==> config.mk <==
export PLATFORM = sky130hd
export DESIGN_NAME = code_length_run_length_encoder
export DESIGN_NICKNAME = d
export VERILOG_FILES = /design/src/sv/clrle_pkg.sv /design/src/sv/code_length_run_length_encoder.sv
export SDC_FILE = /design/constraint.sdc
export NUM_CORES = 1
export LEC_CHECK = 0
export BUFFER_PORTS_ARGS = -buffer_cell sky130_fd_sc_hd__buf_2
export CAP_MARGIN = 20
export CORE_MARGIN = 4
export CORE_UTILIZATION = 37
export DETAILED_ROUTE_END_ITERATION = 10
export GPL_ROUTABILITY_DRIVEN = 0
export GPL_TIMING_DRIVEN = 0
export HOLD_SLACK_MARGIN = 0.1
export SLEW_MARGIN = 15
export SYNTH_ARGS = -nofsm -noshare
export SYNTH_HDL_FRONTEND = slang
export SYNTH_SLANG_ARGS = --single-unit
export TNS_END_PERCENT = 1
==> constraint.sdc <==
create_clock -name clk -period 4 [get_ports clk]
set_input_delay 0 -clock clk [delete_from_list [all_inputs] [get_ports clk]]
set_output_delay 0 -clock clk [all_outputs]
set_load 0.03 [all_outputs]
==> src/sv/clrle_pkg.sv <==
package clrle_pkg;

	localparam int LEN_W   = 4;
	localparam int SYM_W   = 5;
	localparam int EXT_W   = 7;
	localparam int CNT_W   = 8;
	localparam int SLOTS   = 4;
	localparam int SLOT_W  = $clog2(SLOTS);

	typedef logic [LEN_W-1:0]  len_t;
	typedef logic [SYM_W-1:0]  sym_t;
	typedef logic [EXT_W-1:0]  ext_t;
	typedef logic [CNT_W-1:0]  cnt_t;
	typedef logic [SLOT_W-1:0] slot_t;

	localparam sym_t SYM_REP_PREV  = sym_t'(16);
	localparam sym_t SYM_ZERO_SHRT = sym_t'(17);
	localparam sym_t SYM_ZERO_LONG = sym_t'(18);

	localparam cnt_t REP_MIN       = cnt_t'(3);
	localparam cnt_t REP_MAX       = cnt_t'(6);
	localparam cnt_t ZERO_SHRT_MIN = cnt_t'(3);
	localparam cnt_t ZERO_LONG_MIN = cnt_t'(11);
	localparam cnt_t ZERO_LONG_MAX = cnt_t'(138);

	typedef struct packed {
		sym_t symbol;
		ext_t extra;
	} code_t;

	typedef struct packed {
		slot_t n;
		code_t c0;
		code_t c1;
	} flush_t;

	// Codes that close an open run of the given value with p copies outstanding.
	function automatic flush_t run_flush(logic active, len_t value, cnt_t p);
		flush_t res;
		res = '0;
		if (active) begin
			if (value == '0) begin
				if (p >= ZERO_LONG_MIN) begin
					res.n = slot_t'(1);
					res.c0.symbol = SYM_ZERO_LONG;
					res.c0.extra = ext_t'(p - ZERO_LONG_MIN);
				end else if (p >= ZERO_SHRT_MIN) begin
					res.n = slot_t'(1);
					res.c0.symbol = SYM_ZERO_SHRT;
					res.c0.extra = ext_t'(p - ZERO_SHRT_MIN);
				end else begin
					res.n = slot_t'(p[1:0]);
				end
			end else begin
				if (p >= REP_MIN) begin
					res.n = slot_t'(1);
					res.c0.symbol = SYM_REP_PREV;
					res.c0.extra = ext_t'(p - REP_MIN);
				end else begin
					res.n = slot_t'(p[1:0]);
					res.c0.symbol = sym_t'(value);
					res.c1.symbol = sym_t'(value);
				end
			end
		end
		return res;
	endfunction

endpackage

==> src/sv/code_length_run_length_encoder.sv <==
// Channel  Dir  tdata                                      tuser  tlast
// s_*      in   [3:0] code_length, pad to 8                 -      last_symbol
// m_*      out  [4:0] symbol, [11:5] extra, pad to 16       -      last_of_item
// An input transfer is taken in a single handshake; its codes (up to three)
// are computed at once and held in a small result buffer that drains one code
// per cycle while m_tready is high.
// The next item is accepted in the same cycle as the last code of the previous
// one leaves. Reset clears the run state and empties the result buffer.
module code_length_run_length_encoder
	import clrle_pkg::*;
(
	input  logic        clk,
	input  logic        arst_n,
	input  logic        s_tvalid,
	output logic        s_tready,
	input  logic [7:0]  s_tdata,  // [3:0] code_length, [7:4] zero
	input  logic        s_tlast,
	output logic        m_tvalid,
	input  logic        m_tready,
	output logic [15:0] m_tdata,  // [4:0] symbol, [11:5] extra_value, [15:12] zero
	output logic        m_tlast
);

	len_t  run_value_q;
	cnt_t  pending_q;
	logic  run_active_q;
	code_t ent_q [SLOTS];
	slot_t cnt_q;
	slot_t idx_q;

	len_t   len;
	logic   hit;
	logic   rep;
	cnt_t   np_inc;
	cnt_t   np;
	flush_t fa;
	flush_t fb;
	code_t  ent_d [SLOTS];
	slot_t  n_d;
	code_t  lit;
	code_t  rep_code;
	code_t  cur;
	logic   take;
	logic   drain_done;
	logic   accept;

	always_comb begin
		len = s_tdata[LEN_W-1:0];
		hit = run_active_q && (len == run_value_q);
		np_inc = pending_q + cnt_t'(1);
		if (len == '0) begin
			rep = np_inc >= ZERO_LONG_MAX;
			rep_code.symbol = SYM_ZERO_LONG;
			rep_code.extra = ext_t'(ZERO_LONG_MAX - ZERO_LONG_MIN);
		end else begin
			rep = np_inc >= REP_MAX;
			rep_code.symbol = SYM_REP_PREV;
			rep_code.extra = ext_t'(REP_MAX - REP_MIN);
		end
		if (hit) begin
			np = rep ? '0 : np_inc;
		end else begin
			np = (len == '0) ? cnt_t'(1) : '0;
		end
		lit.symbol = sym_t'(len);
		lit.extra = '0;
		fa = run_flush(run_active_q, run_value_q, pending_q);
		fb = run_flush(1'b1, len, np);

		for (int k = 0; k < SLOTS; k++) begin
			ent_d[k] = '0;
		end
		n_d = '0;
		if (hit) begin
			if (rep) begin
				ent_d[n_d] = rep_code;
				n_d = n_d + slot_t'(1);
			end
		end else begin
			if (fa.n > slot_t'(0)) begin
				ent_d[n_d] = fa.c0;
				n_d = n_d + slot_t'(1);
			end
			if (fa.n > slot_t'(1)) begin
				ent_d[n_d] = fa.c1;
				n_d = n_d + slot_t'(1);
			end
			if (len != '0) begin
				ent_d[n_d] = lit;
				n_d = n_d + slot_t'(1);
			end
		end
		if (s_tlast) begin
			if (fb.n > slot_t'(0)) begin
				ent_d[n_d] = fb.c0;
				n_d = n_d + slot_t'(1);
			end
			if (fb.n > slot_t'(1)) begin
				ent_d[n_d] = fb.c1;
				n_d = n_d + slot_t'(1);
			end
		end
	end

	assign cur        = ent_q[idx_q];
	assign m_tvalid   = cnt_q != '0;
	assign m_tlast    = idx_q == (cnt_q - slot_t'(1));
	assign m_tdata    = {4'b0000, cur.extra, cur.symbol};
	assign take       = m_tvalid && m_tready;
	assign drain_done = take && m_tlast;
	assign s_tready   = (cnt_q == '0) || drain_done;
	assign accept     = s_tvalid && s_tready;

	always_ff @(posedge clk or negedge arst_n) begin
		if (!arst_n) begin
			run_value_q  <= '0;
			pending_q    <= '0;
			run_active_q <= 1'b0;
			cnt_q        <= '0;
			idx_q        <= '0;
		end else if (accept) begin
			if (s_tlast) begin
				run_value_q  <= '0;
				pending_q    <= '0;
				run_active_q <= 1'b0;
			end else begin
				run_value_q  <= len;
				pending_q    <= np;
				run_active_q <= 1'b1;
			end
			cnt_q <= n_d;
			idx_q <= '0;
		end else if (drain_done) begin
			cnt_q <= '0;
			idx_q <= '0;
		end else if (take) begin
			idx_q <= idx_q + slot_t'(1);
		end
	end

	always_ff @(posedge clk) begin
		if (accept) begin
			for (int k = 0; k < SLOTS; k++) begin
				ent_q[k] <= ent_d[k];
			end
		end
	end

endmodule

==> out/results.tsv <==
metric	value	unit
status	finished, violations left	
violations	setup timing	
detail-route-antenna-nets	0	
die_w	119.7	um
dieHeight	119.7	um
cts.path.max_buffers	2	
antenna_found_initial	0	
hold_class	primary input to asynchronous set/reset pin	
rrSetupSlack	-0.03	ns
overflow	0	
grt_util_all_layers	18.86	%
cts_max_level	3	
syn_to_final_growth	27.53	%
clkLatencyLatePin	0.34	ns
rsz0062_at_grt	true	
fin_crit	4.028	ns
worst_slew_pin_slew	0.8114	ns
drc	0	
worstPathBufferInverterCount	4	
placed_cell_area	4954	um2
initial_core_util	38.12	%
timing.hold.ws	0.1552	ns
grt_max_degree	30	
synthFlopType	edfxtp_1	
criticalPathCategory	flip-flop to flip-flop	
drt-total-wl	13350	um
finalCritPeriodShare	100.7	%
critPathRequiredTime	4.06	ns
synth_cell_type_count	71	
async_reset_ff_share	26.15	%
max_freq	248.3	MHz
ys_seq_area_share	40.43	%
critPathTopFamily	simple AND/OR/NAND/NOR gates	
cts_sinks	65	
ios	32	
netlist_instances	479	
slowest_delay	0.43	ns
layout-drive-gt1-share	30.59	%
setup_viol	2	
final_nets	577	
mostFrequentLayoutCells	nand2_1, edfxtp_1, buf_4	
power_density	520.9	nW/um2
stdcell_area	5888	um2
dpl.hpwl	9453	um
drv_slew	0	
drt-initial-drc-count	307	
clk_pin_slew	0.06	ns
die-area	14330	um2
grt_pass1_vias	4125	
grt_pass1_wl	21380	um
ys_seq_elements	65	
layout_commonest_cell	nand2_1	
utilization	48.62	%
num_antenna_cells	0	
cts_root_buffer	clkbuf_16	
maxCapViolCount	0	
cp_slowest_cell	or3_4	
avgRoutedWirePerCell	18.36	um
finalClockSkew	0.007838	ns
drt-pass1-iter-count	5	
critPathLaunchType	flip-flop	
routed-via-count	4116	
max_slew_margin	45.91	%
dp_worst_setup_slack	-0.7667	ns
ys_warn_count	0	
setup.worst_path.end_class	flip-flop	
core	12110	um2
cp_cell_sequence	buf_6, buf_12, nand3_4, or3_4, o2111a_1, o211ai_1, o211ai_1, ha_2, inv_4, o2111a_2, nand2_2, xnor2_2, buf_4, ha_4, nor2b_4, nand2_2, nor3_2, or3_4, mux2i_1	
synth-edff-count	48	
critical_path.max_fanout	7	
ir_worst_vdd	0.1986	mV
syn_area	4617	um2
p_leak	2.284	nW
timing.final.ws_setup	-0.02755	ns
cts_buffers	9	
avgViaCountPerCell	5.662	
crit_arrival	4.09	ns
num_rows	40	
cts_tree	yes	
final-hold-violation-count	0	
synth_area_per_cell	9.639	um2
portBuffers	19	
## per-layer routing
metal | up-vias | global-route usage (%) | wire length, um
met3 | 41 | 3.440 | 869
met1 | 1951 | 23.88 | 5652
met4 | 0 | 9.162 | 458
met5 | - | 0 | 0
li1 | 1942 | - | -
met2 | 182 | 31.07 | 6367
## worst register-to-register path, stage by stage, from the launching register on
cell,delay (ns)
dfrtp_1,0.38
buf_6,0.14
buf_12,0.10
nand3_4,0.10
or3_4,0.42
o2111a_1,0.18
o211ai_1,0.23
o211ai_1,0.20
ha_2,0.24
inv_4,0.06
o2111a_2,0.26
nand2_2,0.10
xnor2_2,0.17
buf_4,0.15
ha_4,0.15
nor2b_4,0.12
nand2_2,0.12
nor3_2,0.05
or3_4,0.43
mux2i_1,0.16
## cells in the mapped netlist (4+ instances only)
library cell | instances | area [um2]
nor3_1 | 26 | 130.1
nand2_1 | 55 | 206.5
buf_4 | 4 | 30.03
xnor2_1 | 15 | 131.4
clkbuf_1 | 18 | 67.56
buf_2 | 9 | 45.04
ha_1 | 10 | 125.1
a211oi_1 | 5 | 37.54
a21oi_1 | 23 | 115.1
nor2_1 | 34 | 127.6
mux2i_1 | 13 | 130.1
dfrtp_1 | 17 | 425.4
or4_1 | 4 | 30.03
a22o_1 | 5 | 43.79
o21ai_0 | 35 | 175.2
mux4_2 | 12 | 270.3
o22ai_1 | 4 | 25.02
nor4_1 | 7 | 43.79
xor2_1 | 6 | 52.55
o31ai_1 | 8 | 60.06
a21o_1 | 6 | 45.04
edfxtp_1 | 48 | 1441
and2_1 | 7 | 43.79
nand3_1 | 17 | 85.08
inv_1 | 17 | 63.81
## flip-flops by register name, summed over array words and instances (netlist names)
name and count:
cnt_q 2, ent_q 48, idx_q 2, pending_q 8
run_active_q 1, run_value_q 4
## logic make-up (layout without fill, tap and decap cells)
kind of cell / after synthesis / in the layout / share of synthesized area [%]
compound gates: 123 / 123 / 17.97
xor+xnor: 22 / 22 / 4.336
fa+ha+maj: 11 / 11 / 2.927
buf+inv: 52 / 129 / 5.311
flops: 65 / 65 / 40.43
mux: 25 / 25 / 8.672
other cells: 1 / 4 / 0.08122
simple gates: 180 / 180 / 20.27
## worst paths after layout
check,depth (start not counted),endpoint,from
max,19,ent_q[2][7]$_DFFE_PP_,pending_q[1]$_DFFE_PN0P_
min,2,idx_q[1]$_DFFE_PN0P_,arst_n
max reg2reg,19,ent_q[2][7]$_DFFE_PP_,pending_q[1]$_DFFE_PN0P_
min reg2reg,2,cnt_q[1]$_DFFE_PN0P_,cnt_q[1]$_DFFE_PN0P_
max in group asynchronous,2,pending_q[0]$_DFFE_PN0P_,arst_n
min in group clk,4,ent_q[2][11]$_SDFFCE_PN0P_,s_tlast
## area by class of cell
class                      count  area, um2
timing repair buffer          64      489.2
buffer                        32      187.7
clock inverter                 6      35.03
tap                          168      210.2
multi-input combinational    365       2800
inverter                      17      66.31
clock buffer                  10      229.0
fill                        1166       6223
sequential                    65       1871
## through the flow
step                      instances  power, mW   TNS [ns]
after floorplan                 482      1.908  -0.007464
after global placement          669      2.209     -16.63
after detailed placement        670      2.247     -16.09
after CTS                       719      3.053  -0.007613
after global routing            727      3.244     -1.331
final                           727      3.067   -0.05125
## power breakdown
part	switching [mW]	internal (mW)
logic	0.843	0.492
registers	0.0716	0.954
clock network	0.293	0.413
## timing repair
action	4_1_cts	5_1_grt
hold buffers	8	0
setup endpoints to repair	36	31
pin swaps	17	18
endpoints found under the hold margin	26	0
buffers inserted	28	8
resized for setup	56	29
Power figures use the tool's default switching activity.
